### config.mk
export PLATFORM = sky130hd
export DESIGN_NAME = grd_ctrl
export DESIGN_NICKNAME = d
export VERILOG_FILES = /design/src/design/grd_pkg.sv /design/src/design/grd_ctrl.sv
export SDC_FILE = /design/constraint.sdc
export NUM_CORES = 1
export LEC_CHECK = 0
export ABC_AREA = 1
export BUFFER_PORTS_ARGS = -buffer_cell sky130_fd_sc_hd__buf_4
export CAP_MARGIN = 20
export CORE_AREA = 2 2 39 41
export DETAILED_ROUTE_END_ITERATION = 6
export DIE_AREA = 0 0 41 43
export PLACE_DENSITY = 0.7
export SETUP_SLACK_MARGIN = 0.4
export SYNTH_ARGS = -nofsm -noshare
export SYNTH_HDL_FRONTEND = slang
export SYNTH_SLANG_ARGS = --single-unit
### constraint.sdc
create_clock -name clk -period 1 [get_ports clk]
set_input_delay 0.15 -clock clk [delete_from_list [all_inputs] [get_ports clk]]
set_output_delay 0.15 -clock clk [all_outputs]
set_load 0.005 [all_outputs]
### src/design/grd_pkg.sv
package grd_pkg;

  localparam int GRID_BYTES = 4096;
  localparam int GRID_AW    = 12;
  localparam int MAX_STEPS  = 128;
  localparam int STEP_W     = $clog2(MAX_STEPS + 1);
  localparam int RECIP_BITS = 31;
  localparam int RCNT_W     = $clog2(RECIP_BITS);
  localparam int DD_W       = 52;
  localparam int SD_W       = 60;
  localparam int PERP_W     = 48;
  localparam int MUL_A_W    = 36;
  localparam int MUL_B_W    = 16;
  localparam int PROD_W     = MUL_A_W + MUL_B_W;
  localparam int CFG_AW     = 4;

  localparam logic [DD_W-1:0] DELTA_INF = DD_W'(1) << 51;
  localparam logic [SD_W-1:0] PERP_CAP  = SD_W'(1) << 47;

  localparam logic [1:0] REG_ROW_WIDTH   = 2'd0;
  localparam logic [1:0] REG_ROW_COUNT   = 2'd1;
  localparam logic [1:0] REG_CELL_STRIDE = 2'd2;

  localparam logic REQ_WRITE = 1'b0;
  localparam logic REQ_RAY   = 1'b1;

  typedef enum logic [1:0] {
    MUL_SDX,
    MUL_SDY,
    MUL_ISX,
    MUL_ISY
  } mul_sel_t;

  typedef struct packed {
    logic [6:0] row_width;
    logic [6:0] row_count;
    logic [4:0] cell_stride;
  } cfg_t;

  typedef struct packed {
    logic     load;
    logic     wr;
    mul_sel_t mul_sel;
    logic     ld_sdx;
    logic     ld_sdy;
    logic     step;
    logic     ld_idx;
    logic     rd;
    logic     chk;
    logic     ld_perp;
    logic     ld_isx;
    logic     ld_isy;
    logic     ld_out;
  } cmd_t;

  typedef struct packed {
    logic div_idle;
    logic out_bounds;
    logic addr_over;
    logic wall;
    logic steps_max;
  } sts_t;

endpackage

### src/design/grd_ctrl.sv
module grd_ctrl (
  input  logic          clk,
  input  logic          rst,
  input  logic          in_valid,
  input  logic          in_type,
  output logic          in_ready,
  output logic          out_valid,
  input  logic          out_ready,
  input  grd_pkg::sts_t sts,
  output grd_pkg::cmd_t cmd
);
  import grd_pkg::*;

  typedef enum logic [3:0] {
    S_IDLE, S_DIV, S_SDX, S_SDY, S_SDW, S_STEP, S_IDX, S_ADDR, S_READ,
    S_PERP, S_ISX, S_ISY, S_ISW, S_FIN
  } state_t;

  state_t state, state_next;
  logic   accept;
  logic   fin_go;

  assign in_ready = (state == S_IDLE);
  assign accept   = in_valid && in_ready;
  assign fin_go   = (state == S_FIN) && (!out_valid || out_ready);

  always_comb begin
    cmd        = '0;
    cmd.mul_sel = MUL_SDX;
    state_next = state;
    case (state)
      S_IDLE: begin
        cmd.wr   = accept && (in_type == REQ_WRITE);
        cmd.load = accept && (in_type == REQ_RAY);
        if (cmd.load) begin
          state_next = S_DIV;
        end
      end
      S_DIV: begin
        if (sts.div_idle) begin
          state_next = S_SDX;
        end
      end
      S_SDX: begin
        cmd.mul_sel = MUL_SDX;
        state_next  = S_SDY;
      end
      S_SDY: begin
        cmd.mul_sel = MUL_SDY;
        cmd.ld_sdx  = 1'b1;
        state_next  = S_SDW;
      end
      S_SDW: begin
        cmd.ld_sdy = 1'b1;
        state_next = S_STEP;
      end
      S_STEP: begin
        cmd.step   = 1'b1;
        state_next = S_IDX;
      end
      S_IDX: begin
        cmd.ld_idx = 1'b1;
        state_next = sts.out_bounds ? S_FIN : S_ADDR;
      end
      S_ADDR: begin
        cmd.rd     = !sts.addr_over;
        state_next = sts.addr_over ? S_FIN : S_READ;
      end
      S_READ: begin
        cmd.chk = 1'b1;
        if (sts.wall) begin
          state_next = S_PERP;
        end else if (sts.steps_max) begin
          state_next = S_FIN;
        end else begin
          state_next = S_STEP;
        end
      end
      S_PERP: begin
        cmd.ld_perp = 1'b1;
        state_next  = S_ISX;
      end
      S_ISX: begin
        cmd.mul_sel = MUL_ISX;
        state_next  = S_ISY;
      end
      S_ISY: begin
        cmd.mul_sel = MUL_ISY;
        cmd.ld_isx  = 1'b1;
        state_next  = S_ISW;
      end
      S_ISW: begin
        cmd.ld_isy = 1'b1;
        state_next = S_FIN;
      end
      S_FIN: begin
        cmd.ld_out = fin_go;
        if (fin_go) begin
          state_next = S_IDLE;
        end
      end
      default: state_next = S_IDLE;
    endcase
  end

  always_ff @(posedge clk) begin
    if (rst) begin
      state     <= S_IDLE;
      out_valid <= 1'b0;
    end else begin
      state <= state_next;
      if (fin_go) begin
        out_valid <= 1'b1;
      end else if (out_ready) begin
        out_valid <= 1'b0;
      end
    end
  end
endmodule

# Word-level counts from Yosys, hierarchy flattened
# Index checks and enable logic that the tools add are counted.
# Widths: inputs -> output; s select.
# totals
reg_bits	5
in_bits	10
# op_classes
n_bitwise	1
muxes	22
eq_ne	16
n_reduce_logical	10
# op_table
op	count
$pmux 4 s14	1
$eq 4x4->1 const B	6
$mux 4	6
$eq 4x3->1 const B	4
$mux 1	12
$eq 4x2->1 const B	2
$pmux 2 s3	1
$eq 4x1->1 const B	1
$logic_and 1x1->1	4
$logic_not 4->1	1
$ne 2x2->1 const B	2
$mux 3	1
$reduce_and 3->1	1
$logic_not 1->1	2
$mux 2	1
$ne 2x1->1 const B	1
$reduce_bool 2->1	1
$logic_or 1x1->1	1
$not 1->1	1

# Logic depth before layout (Yosys ltp)
# Gate-level depths: netlist of run 1.
# depth
depth_word	5
ltp_mapped	9

# Least setup slack after synthesis of run 1
# No wires, ideal clock.
# synth_timing
path_type	register to register
from	register state[0]
to	register state[0]
required_ns	0.886
period_less_slack_ns	1.071
path_stages_with_launch	8
setup_slack_ns	-0.071
arrival_ns	0.958
setup_time_ns	0.114
path_cell_list	dfxtp_1 -> inv_2 -> nor2_2 -> nand3_1 -> nand2_2 -> nor2_1 -> nand2_1 -> a21oi_2
# synth_via
elab_chain_len	5
# synth_rtl
element	line_no	rtl
start, declared	grd_ctrl.sv:19	state_t state, state_next;
start signal, assigned	grd_ctrl.sv:111	state <= state_next;
$logic_not 4->1	grd_ctrl.sv:23, grd_ctrl.sv:31	
$logic_and 1x1->1	grd_ctrl.sv:24	assign accept = in_valid && in_ready;
$logic_and 1x1->1	grd_ctrl.sv:34	cmd.load = accept && (in_type == REQ_RAY);
$ne 2x1->1 (no source line)	-	
$reduce_and 3->1 (no source line)	-	
# Parallel ways exist; a longest one is shown, timed or not.
# A chain may end at the register's enable or synchronous reset.

==> impl_results.md, run 1 <==
* Maximum count of clock buffers along a single path at 2
* Worst Setup End Kind: output port
* Power density over cell area at 902.2 nW/um2
* Leakage power total at 0.6211 nW
* Hold Crit Start: rst
* Combinational cell fraction of total power at a little under half
* Cell-by-cell listing of the critical path: nor2_4, nand2_2, inv_2, nand2_2, nor2_1, buf_4
* Crit Reg-Reg Startpoint: state[3]$_SDFFE_PP0P_
* Pins over their slew limit at 0
* Pre-CTS setup slack at -0.1362 ns
* CTS Buf Count at 3
* Number of buffers inserted by hold repair at cts at 0
* Total congestion overflow after global routing at 0
* Cell family with most CP delay: flip-flops
* Via count of the first global-routing pass at between 600 and 700
* IO Port Bufs at 25
* Via count of the routed design at 730
* Max frequency at roughly 750 MHz
* HPWL after detailed placement at roughly 1100 um
* Final antenna diode count at 0
* Number of detailed-route iterations in the first pass at 3
* Horiz. Die Dim at 41 um
* Starting DRC count in detailed routing at 9
* Slew of the pin with the lowest slew margin at around 0.26 ns
* Total GRT Usage at 24.32%
* Switching part of the total at about 37%
* Max_slew headroom at 82.70%
* Worst path setup slack after routing at -0.3391 ns
* Clock-pin slew on the worst setup and hold paths at 0.05 ns
* VDD IR-drop max at 0.9517 mV
* Unique cell type count in the Yosys netlist at 20
* Unrepaired setup endpoints after global routing: true
* NumNets Final at 151
* Layout Skew at 0.009433 ns
* Clock power share at 26.0%
* Global placement routability congestion at about 0.86
* Setup-failing EPs final at 19
* Top cell by count, worst path: sky130_fd_sc_hd__nand2_2
* Total of flip-flops plus latches after synthesis at 5
* Placement Cell Area at between 700 and 800 um2
* Maximum number of pins on one net before global-route repair at 7
* Syn nets at 101
* Data required time at the worst endpoint at 0.85 ns
* Type of the worst min-delay path: primary input to flip-flop
* Setup Crit Path Kind: flip-flop to output port
* Final routed wirelength across all metal layers at 1972 um
* Mean instance size in the synthesized netlist at 5.307 um2
* Area inside the core boundary at 1384 um2
* Clock tree from TritonCTS: yes
* Area added between synthesis and finish at 122.3%
* Clk sinks at 5
* Synth warn at 0
* Power, Total at 968.5 uW
* Reg power frac at between 20% and 30%
* Final antenna-violating net count at 0
* Violated checks: negative setup slack
* Clock latency on the worst-skew pair at 0.26 ns
* Initial antenna violation count at 0
* DIE HEIGHT at about 43 um
* H-tree levels at 1
* Clock root buffer: sky130_fd_sc_hd__clkbuf_4
* Number of hold-slack violations in the final timing report at 0
* Outcome: finished with violations
* Row count at 14
* Sequential fraction of the synthesis area at 20.73%
* Arrival time of the worst setup path at roughly 1.2 ns
* Number of design rule violations left after detail routing at 0
* Number of buffers and inverters on the critical path at 2
* Gate count after technology mapping at 91
* Wire length of the first global-routing pass at around 2900 um
* CP startpoint kind: flip-flop
* Cell with the largest stage delay on the worst path: sky130_fd_sc_hd__dfxtp_4
* Stage delay of the slowest cell on the critical path at about 0.38 ns
* Routed vias/inst at roughly 4.7
* Highest fanout seen on the critical path at 5
* Final design instance area without fill at 1074 um2
* Fraction of final layout cells with drive strength greater than 1 at 70.71%
* WL/cell at approximately 13 um
* Die Outline Area at 1763 um2
* Max-cap viol count at 0
* Internal power consumption at ~600 uW
* NetSw at 359.9 uW
* Total I/O pin count at 26
* Final critical-path share of the clock period at 133.9%
* Initial Util at 34.90%
* First element of the critical path: state[3]$_SDFFE_PP0P_
* Post-route minimum period at 1.339 ns
* Post-synthesis instance area at just under 500 um2
==> through the flow <==
step                hold WS [ns]  setup TNS [ns]  utilization (%)  std cells
floorplan                 0.2033               0                -         91
global placement          0.3276         -0.5070            57.59        138
detailed placement        0.3270         -0.6069            57.59        138
CTS                      0.06748          -4.419            72.60        156
global route             0.07133          -6.145            77.58        156
finish                   0.06976          -5.191            77.58        156
==> routing by layer <==
layer,part of all wire (%),global-route usage [%],vias up
met5,0,0,-
li1,-,-,364
met4,1.9,9.333,0
met3,3.7,6.283,5
met1,37,26.13,346
met2,57,42.19,15
==> path summary, 6_finish.rpt <==
kind / to / slack (ns) / cells after the start
worst min-delay path: state[0]$_SDFFE_PP0P_ / 0.07 / 2
worst max register to register: state[3]$_SDFFE_PP0P_ / -0.26 / 10
worst max-delay path: cmd[13] / -0.34 / 6
worst min register to register: out_valid$_SDFFE_PP0P_ / 0.63 / 4
==> final cells by class <==
class,count,area (um2)
multi-input combinational,61,406.6
timing repair buffer,46,394.1
fill,97,310.3
sequential,5,116.4
inverter,24,110.1
clock buffer,4,26.28
tap,16,20.02
==> sequential cells by signal (all words and copies together), names as in the netlist <==
register	count
state	4
out_valid	1
==> power groups by stage <==
stage | registers (mW) | logic (mW) | clock network (mW)
6_report | 0.256 | 0.461 | 0.252
5_1_grt | 0.258 | 0.496 | 0.266
3_5_place_dp | 0.259 | 0.288 | 0
4_1_cts | 0.253 | 0.424 | 0.251
3_3_place_gp | 0.258 | 0.285 | 0
2_1_floorplan | 0.254 | 0.169 | 0
==> kinds of logic after synthesis <==
logic type | share of synthesized area (%)
compound gates | 7.253
flops | 20.73
buf+inv | 20.21
simple gates | 51.81
==> what timing repair did <==
item / in CTS / in global routing
buffers inserted: 14 / 0
resized for setup: 27 / 18
hold endpoints to repair: 0 / 0
pin swaps: 12 / 5
endpoints found under the setup margin: 21 / 21
==> cell usage in the layout (no fill, tap or decap), types with 3 or more instances in the layout <==
cell and instances:
sky130_fd_sc_hd__inv_1 12, sky130_fd_sc_hd__inv_4 5, sky130_fd_sc_hd__nor2_4 5, sky130_fd_sc_hd__dfxtp_4 4
sky130_fd_sc_hd__nand3_1 3, sky130_fd_sc_hd__nand2_2 10, sky130_fd_sc_hd__inv_2 6, sky130_fd_sc_hd__nand2_1 13
sky130_fd_sc_hd__buf_4 33, sky130_fd_sc_hd__nor2_1 9, sky130_fd_sc_hd__clkbuf_4 3, sky130_fd_sc_hd__nand2_4 5
sky130_fd_sc_hd__buf_6 13, sky130_fd_sc_hd__nor2_2 6
==> cells in the mapped netlist <==
cell type | number | area share (%)
sky130_fd_sc_hd__dfxtp_1 | 5 | 21
sky130_fd_sc_hd__nand3b_1 | 1 | 1.6
sky130_fd_sc_hd__nor3_1 | 1 | 1.0
sky130_fd_sc_hd__nor4_2 | 1 | 2.6
sky130_fd_sc_hd__nor2_2 | 1 | 1.3
sky130_fd_sc_hd__a22oi_1 | 1 | 1.6
sky130_fd_sc_hd__nor2_4 | 1 | 2.3
sky130_fd_sc_hd__inv_2 | 3 | 2.3
sky130_fd_sc_hd__o21ai_0 | 1 | 1.0
sky130_fd_sc_hd__a21oi_2 | 1 | 1.8
sky130_fd_sc_hd__nand2_1 | 26 | 20
sky130_fd_sc_hd__a31o_2 | 1 | 1.8
sky130_fd_sc_hd__inv_1 | 20 | 16
sky130_fd_sc_hd__nand2_2 | 2 | 2.6
sky130_fd_sc_hd__nand3_2 | 1 | 2.1
sky130_fd_sc_hd__nor2_1 | 18 | 14
sky130_fd_sc_hd__clkinv_1 | 1 | 0.78
sky130_fd_sc_hd__nand3_1 | 4 | 4.1
sky130_fd_sc_hd__buf_4 | 1 | 1.6
sky130_fd_sc_hd__a21oi_1 | 1 | 1.0
Note: power is estimated with default switching activity, not from simulation.
==> run 2, diff against run 1 <==
Settings changed: SKIP_LAST_GASP set to 1.
==> run 2 against run 1 <==
Compared with the run above: the flow still finishes with violations (negative setup slack); wire length fell by 5.0%; setup slack better by 0.0069 ns; count of clock-buffer cells in the layout did not move; global-route usage is 0.20 points lower.
==> impl_results.md, run 2 (synthesized netlist as in run 1, its figures left out) <==
* Outcome: finished with violations
* Violated checks: negative setup slack
* Clock root buffer: sky130_fd_sc_hd__clkbuf_4
* Initial Util at 34.90% (unchanged)
* Fraction of final layout cells with drive strength greater than 1 at 67.86% (-2.9 points)
* Total congestion overflow after global routing at 0 (unchanged)
* Setup-failing EPs final at 19 (unchanged)
* Via count of the routed design at 749 (+2.6%)
* Placement Cell Area at 797.0 um2 (unchanged)
* Setup Crit Path Kind: flip-flop to output port
* Arrival time of the worst setup path at 1.18 ns (about the same)
* Slew of the pin with the lowest slew margin at 0.2563 ns (-0.001058 ns)
* Final antenna-violating net count at 0 (unchanged)
* Setup total negative slack at -5.027 ns (+0.1641 ns)
* Power density over cell area at 914.4 nW/um2 (+1.4%)
* Cell depth of the worst min-delay path at 2 (unchanged)
* Total I/O pin count at 26 (unchanged)
* Final Core Density at 75.77% (-1.8 points)
* VDD IR-drop max at 0.8818 mV (-7.3%)
* Number of hold-slack violations in the final timing report at 0 (unchanged)
* Crit Reg-Reg Startpoint: state[2]$_SDFFE_PP0P_
* Maximum count of clock buffers along a single path at 2 (unchanged)
* HPWL after detailed placement at 1112 um (unchanged)
* Unrepaired setup endpoints after global routing: true
* Wire length of the first global-routing pass at 2863 um (-0.73%)
* Total area of sequential cells at 116.4 um2 (unchanged)
* Leading cell types in the layout, fill and taps excluded: sky130_fd_sc_hd__buf_4, sky130_fd_sc_hd__nand2_1, sky130_fd_sc_hd__buf_6
* Maximum number of pins on one net before global-route repair at 7 (unchanged)
* Clock tree from TritonCTS: yes
* Final antenna diode count at 0 (unchanged)
* Routed vias/inst at 4.801 (+2.6%)
* Cell with the largest stage delay on the worst path: sky130_fd_sc_hd__dfxtp_4
* Max-cap viol count at 0 (unchanged)
* Number of buffers inserted by hold repair at cts at 0 (unchanged)
* Area inside the core boundary at 1384 um2 (unchanged)
* Highest fanout seen on the critical path at 5 (unchanged)
* CTS Buf Count at 3 (unchanged)
* Hold Crit Start: rst
* Depth of the most critical reg-to-reg path at 10 (unchanged)
* Combined area of the multi-input logic cells at 386.6 um2 (-4.9%)
* Initial antenna violation count at 0 (unchanged)
* Max_slew headroom at 82.77% (about the same)
* Final routed wirelength across all metal layers at 1874 um (-5.0%)
* Via count of the first global-routing pass at 674 (-0.15%)
* Layout Skew at 0.01133 ns (+0.001893 ns)
* Pins over their slew limit at 0 (unchanged)
* FF-to-FF setup slack at -0.25 ns (about the same)
* CP startpoint kind: flip-flop
* Stage delay of the slowest cell on the critical path at 0.38 ns (about the same)
* NumNets Final at 151 (unchanged)
* Registers with the highest flip-flop counts: state (4), out_valid (1)
* Horiz. Die Dim at 41 um (unchanged)
* Reg-to-Reg End: state[3]$_SDFFE_PP0P_
* Clock-pin slew on the worst setup and hold paths at 0.05 ns (about the same)
* Starting DRC count in detailed routing at 8 (-1)
* WL/cell at 12.01 um (-5.0%)
* H-tree levels at 1 (unchanged)
* Hold Path Sink: state[0]$_SDFFE_PP0P_
* Die Outline Area at 1763 um2 (unchanged)
* IO Port Bufs at 25 (unchanged)
* DIE HEIGHT at 43 um (unchanged)
* Post-route minimum period at 1.332 ns (-0.006940 ns)
* Most common library cell in the layout ignoring fill and taps: sky130_fd_sc_hd__buf_4
* Final critical-path share of the clock period at 133.2% (-0.69 points)
* # fillers at 97 (unchanged)
* Final design instance area without fill at 1049 um2 (-2.3%)
* Max frequency at 750.7 MHz (+0.52%)
* Row count at 14 (unchanged)
* Number of detailed-route iterations in the first pass at 4 (+1)
* Data required time at the worst endpoint at 0.85 ns (about the same)
* Leakage power total at 0.6163 nW (-0.78%)
* Global placement routability congestion at 0.8635 (unchanged)
* Max reg flops at 4 (unchanged)
* Area added between synthesis and finish at 117.1%
* Clock latency on the worst-skew pair at 0.26 ns (about the same)
* Worst Setup End Kind: output port
* Type of the worst min-delay path: primary input to flip-flop
* Number of design rule violations left after detail routing at 0 (unchanged)
* Register containing the most flip-flops in the final layout: state
* Clk sinks at 5 (unchanged)
* Cell-by-cell listing of the critical path: nor2_4, nand2_2, inv_2, nand2_2, nor2_1, buf_4
* Worst path setup slack after routing at -0.3321 ns (+0.006940 ns)
* Top cell by count, worst path: sky130_fd_sc_hd__nand2_2
* Total GRT Usage at 24.12% (-0.20 points)
[run 2: layout make-up]
class                      count  area share [%]
inverter                      24           10.02
clock buffer                   4           2.506
sequential                     5           11.10
timing repair buffer          46           37.59
tap                           16           1.909
multi-input combinational     61           36.87
[run 2: worst max-delay path: cells and delay by family, from the launching register on]
| family | cells | cell delay (ns) |
|---|---|---|
| AND/OR/NAND/NOR | 4 | 0.36 |
| flip-flops | 1 | 0.38 |
| buffers and inverters | 2 | 0.19 |
[run 2: per-stage QoR]
step / hold slack (ns) / power, mW / worst slack, ns / cells
3_3_place_gp: 0.3276 / 0.5431 / -0.1164 / 138
5_1_grt: 0.07133 / 1.016 / -0.3845 / 156
2_1_floorplan: 0.2033 / 0.4230 / 0.02109 / 91
6_report: 0.07149 / 0.9587 / -0.3321 / 156
3_5_place_dp: 0.3270 / 0.5477 / -0.1362 / 138
4_1_cts: 0.06748 / 0.9266 / -0.3019 / 156
[run 2: worst max path at each step]
stage | cells past startpoint | endpoint | slack [ns] | startpoint
after floorplan | 9 | state[2]$_SDFFE_PP0P_ | 0.02 | state[2]$_SDFFE_PP0P_
after global placement | 6 | cmd[12] | -0.12 | state[1]$_SDFFE_PP0P_
after detailed placement | 6 | cmd[13] | -0.14 | state[1]$_SDFFE_PP0P_
after CTS | 6 | cmd[13] | -0.30 | state[0]$_SDFFE_PP0P_
after global routing | 6 | cmd[13] | -0.38 | state[3]$_SDFFE_PP0P_
final | 6 | cmd[13] | -0.33 | state[3]$_SDFFE_PP0P_
[run 2: what timing repair did]
item | in CTS | in global routing
resized for setup | 23 | 15
pin swaps | 12 | 12
buffers inserted | 14 | 0
setup endpoints to repair | 21 | 21
[run 2: where the power goes]
group | switching (mW) | internal (mW) | total, mW
logic | 0.208 | 0.243 | 0.450
clock network | 0.101 | 0.152 | 0.253
registers | 0.0421 | 0.214 | 0.256
total | 0.350 | 0.608 | 0.959
[run 2: layer usage]
| metal | global-route usage (%) | wire length, um |
|---|---|---|
| met1 | 25.48 | 669 |
| met2 | 40.63 | 1043 |
| met5 | 0 | 0 |
| met4 | 12.00 | 70 |
| met3 | 6.806 | 91 |
==> run 3, diff against run 2 <==
Settings changed: CTS_BUF_LIST set to sky130_fd_sc_hd__clkbuf_8.
==> run 3 against run 2 <==
Compared with the run above: the run still ends with negative setup slack left; global-route usage decreased by 1.3 points; highest routed layer unchanged; total power increased by 17%; sequential cell count unchanged; cell count decreased by 0.64%; hold slack improved by 0.026 ns; non-clock buffer count decreased by 1; clock skew decreased by 0.0064 ns; die area unchanged; largest cell class unchanged.
==> impl_results.md, run 3 (synthesized netlist as in run 1, its figures left out) <==
* Placement Cell Area at 797.0 um2 (unchanged)
* Clock latency on the worst-skew pair at 0.23 ns (-0.03 ns)
* Worst path setup slack after routing at -0.3286 ns (+0.003568 ns)
* Area added between synthesis and finish at 118.1%
* Die Outline Area at 1763 um2 (unchanged)
* Switching part of the total at 32.71% (-3.8 points)
* Routed vias/inst at 4.658 (-3.0%)
* Stage delay of the slowest cell on the critical path at 0.40 ns (+0.02 ns)
* Final antenna-violating net count at 0 (unchanged)
* Initial Util at 34.90% (unchanged)
* Arrival time of the worst setup path at 1.18 ns (about the same)
* Most common library cell in the layout ignoring fill and taps: sky130_fd_sc_hd__buf_4
* Post-route minimum period at 1.329 ns (-0.003568 ns)
* Violated checks: negative setup slack
* Cell with the largest stage delay on the worst path: sky130_fd_sc_hd__dfxtp_4
* Number of design rule violations left after detail routing at 0 (unchanged)
* Max frequency at 752.7 MHz (+0.27%)
* Number of hold-slack violations in the final timing report at 0 (unchanged)
* Unrepaired setup endpoints after global routing: true
* Fraction of final layout cells with drive strength greater than 1 at 65.47% (-2.4 points)
* Data required time at the worst endpoint at 0.85 ns (about the same)
* Highest fanout seen on the critical path at 6 (+1)
* Internal power consumption at 755.7 uW (+24%)
* Slew of the pin with the lowest slew margin at 0.2871 ns (+0.03079 ns)
* Final antenna diode count at 0 (unchanged)
* Total I/O pin count at 26 (unchanged)
* Register containing the most flip-flops in the final layout: state
* Maximum count of clock buffers along a single path at 2 (unchanged)
* Number of detailed-route iterations in the first pass at 4 (unchanged)
* # fillers at 100 (+3.1%)
* Count of placed standard cells including taps at 138 (unchanged)
* Max-cap viol count at 0 (unchanged)
* Horiz. Die Dim at 41 um (unchanged)
* Setup-failing EPs final at 20 (+1)
* Total congestion overflow after global routing at 0 (unchanged)
* Final Core Density at 76.13% (+0.36 points)
* HPWL after detailed placement at 1112 um (unchanged)
* CTS Buf Count at 3 (unchanged)
* Starting DRC count in detailed routing at 8 (unchanged)
* Setup Crit Path Kind: flip-flop to output port
* Final critical-path share of the clock period at 132.9% (-0.36 points)
* Layout Skew at 0.004906 ns (-0.006420 ns)
* Number of buffers and inverters on the critical path at 1 (-1)
* Max reg flops at 4 (unchanged)
* Combined area of the multi-input logic cells at 376.6 um2 (-2.6%)
* Max_slew headroom at 80.70% (-2.1 points)
* Initial antenna violation count at 0 (unchanged)
* Total area of sequential cells at 116.4 um2 (unchanged)
* Leading cell types in the layout, fill and taps excluded: sky130_fd_sc_hd__buf_4, sky130_fd_sc_hd__nand2_1, sky130_fd_sc_hd__buf_6
* CP startpoint kind: flip-flop
* Via count of the first global-routing pass at 660 (-2.1%)
* WL/cell at 11.86 um (-1.2%)
* Wire length of the first global-routing pass at 2739 um (-4.3%)
* Final routed wirelength across all metal layers at 1839 um (-1.9%)
* Type of the worst min-delay path: primary input to flip-flop
* Outcome: finished with violations
* Cell-by-cell listing of the critical path: nand2_2, nor4_2, buf_4
* Clock root buffer: sky130_fd_sc_hd__clkbuf_8
* Area inside the core boundary at 1384 um2 (unchanged)
* Clock tree from TritonCTS: yes
* Combinational cell fraction of total power at 44.0% (-3.0 points)
* Leakage power total at 0.6260 nW (+1.6%)
* NetSw at 367.3 uW (+4.8%)
* Row count at 14 (unchanged)
* H-tree levels at 1 (unchanged)
* Clock-pin slew on the worst setup and hold paths at 0.04 ns (about the same)
* Clock power share at 33.0% (+6.7 points)
* Registers with the highest flip-flop counts: state (4), out_valid (1)
* Reg power frac at 23.0% (-3.7 points)
* IO Port Bufs at 25 (unchanged)
* NumNets Final at 150 (-0.66%)
* Cell family with most CP delay: flip-flops
* Maximum number of pins on one net before global-route repair at 7 (unchanged)
* Final design instance area without fill at 1054 um2 (+0.48%)
* Via count of the routed design at 722 (-3.6%)
* Clk sinks at 5 (unchanged)
* Power density over cell area at 1066 nW/um2 (+17%)
* Min Hold Slack at 0.09732 ns (+0.02583 ns)
* Total GRT Usage at 22.81% (-1.3 points)
* DIE HEIGHT at 43 um (unchanged)
* Pins over their slew limit at 0 (unchanged)
* Worst Setup End Kind: output port
* Final std cells w/o fill at 155 (-0.64%)
* Global placement routability congestion at 0.8635 (unchanged)
* VDD IR-drop max at 1.136 mV (+29%)
[run 3: path summary, 6_finish.rpt]
path / slack [ns] / start / cells past startpoint / to
worst max-delay path: -0.33 / state[2]$_SDFFE_PP0P_ / 3 / cmd[0]
worst min-delay path: 0.1 / rst / 2 / state[0]$_SDFFE_PP0P_
worst min register to register: 0.60 / out_valid$_SDFFE_PP0P_ / 4 / out_valid$_SDFFE_PP0P_
worst max register to register: -0.31 / state[1]$_SDFFE_PP0P_ / 9 / state[2]$_SDFFE_PP0P_
[run 3: per-stage QoR]
| step | total power [mW] | setup WS [ns] | TNS [ns] |
|---|---|---|---|
| finish | 1.123 | -0.3286 | -4.984 |
| floorplan | 0.4230 | 0.02109 | 0 |
| global placement | 0.5431 | -0.1164 | -0.5070 |
| CTS | 1.032 | -0.2638 | -3.901 |
| detailed placement | 0.5477 | -0.1362 | -0.6069 |
| global route | 1.181 | -0.3583 | -6.063 |
[run 3: routing by layer]
layer	global-route usage (%)	wire, um	vias up
met2	40.31	1054	22
met3	4.712	91	2
li1	-	-	364
met5	0	0	-
met4	6.000	11	0
met1	25.81	681	334
[run 3: worst register-to-register path: stages, from the launching register on]
cell and delay, ns:
sky130_fd_sc_hd__dfxtp_4 0.42, sky130_fd_sc_hd__nor2_4 0.05, sky130_fd_sc_hd__buf_4 0.13, sky130_fd_sc_hd__buf_6 0.11, sky130_fd_sc_hd__nand2_4 0.05, sky130_fd_sc_hd__nand2_1 0.07, sky130_fd_sc_hd__nor2_1 0.14, sky130_fd_sc_hd__nand3b_1 0.12
sky130_fd_sc_hd__nand2_1 0.08, sky130_fd_sc_hd__inv_1 0.03
[run 3: area by class of cell]
| cell class | instances | area share, % |
|---|---|---|
| clock buffers | 3 | 3.919 |
| clock inverters | 1 | 0.3563 |
| inverters | 24 | 9.976 |
| multi-input cells | 61 | 35.75 |
| flip-flops and latches | 5 | 11.05 |
| well taps | 16 | 1.900 |
| repair buffers | 45 | 37.05 |
[run 3: power by group through the flow]
stage / Combinational (mW) / Sequential (mW) / Clock [mW]
5_1_grt: 0.528 / 0.261 / 0.392
3_5_place_dp: 0.288 / 0.259 / 0
2_1_floorplan: 0.169 / 0.254 / 0
3_3_place_gp: 0.285 / 0.258 / 0
4_1_cts: 0.409 / 0.256 / 0.367
6_report: 0.494 / 0.258 / 0.371
[run 3: what timing repair did]
item / in CTS / in global routing
pin swaps: 14 / 9
setup endpoints to repair: 21 / 21
gates cloned: 0 / 0
hold buffers: 0 / 0
buffers inserted: 10 / 3
gates resized for setup: 22 / 14
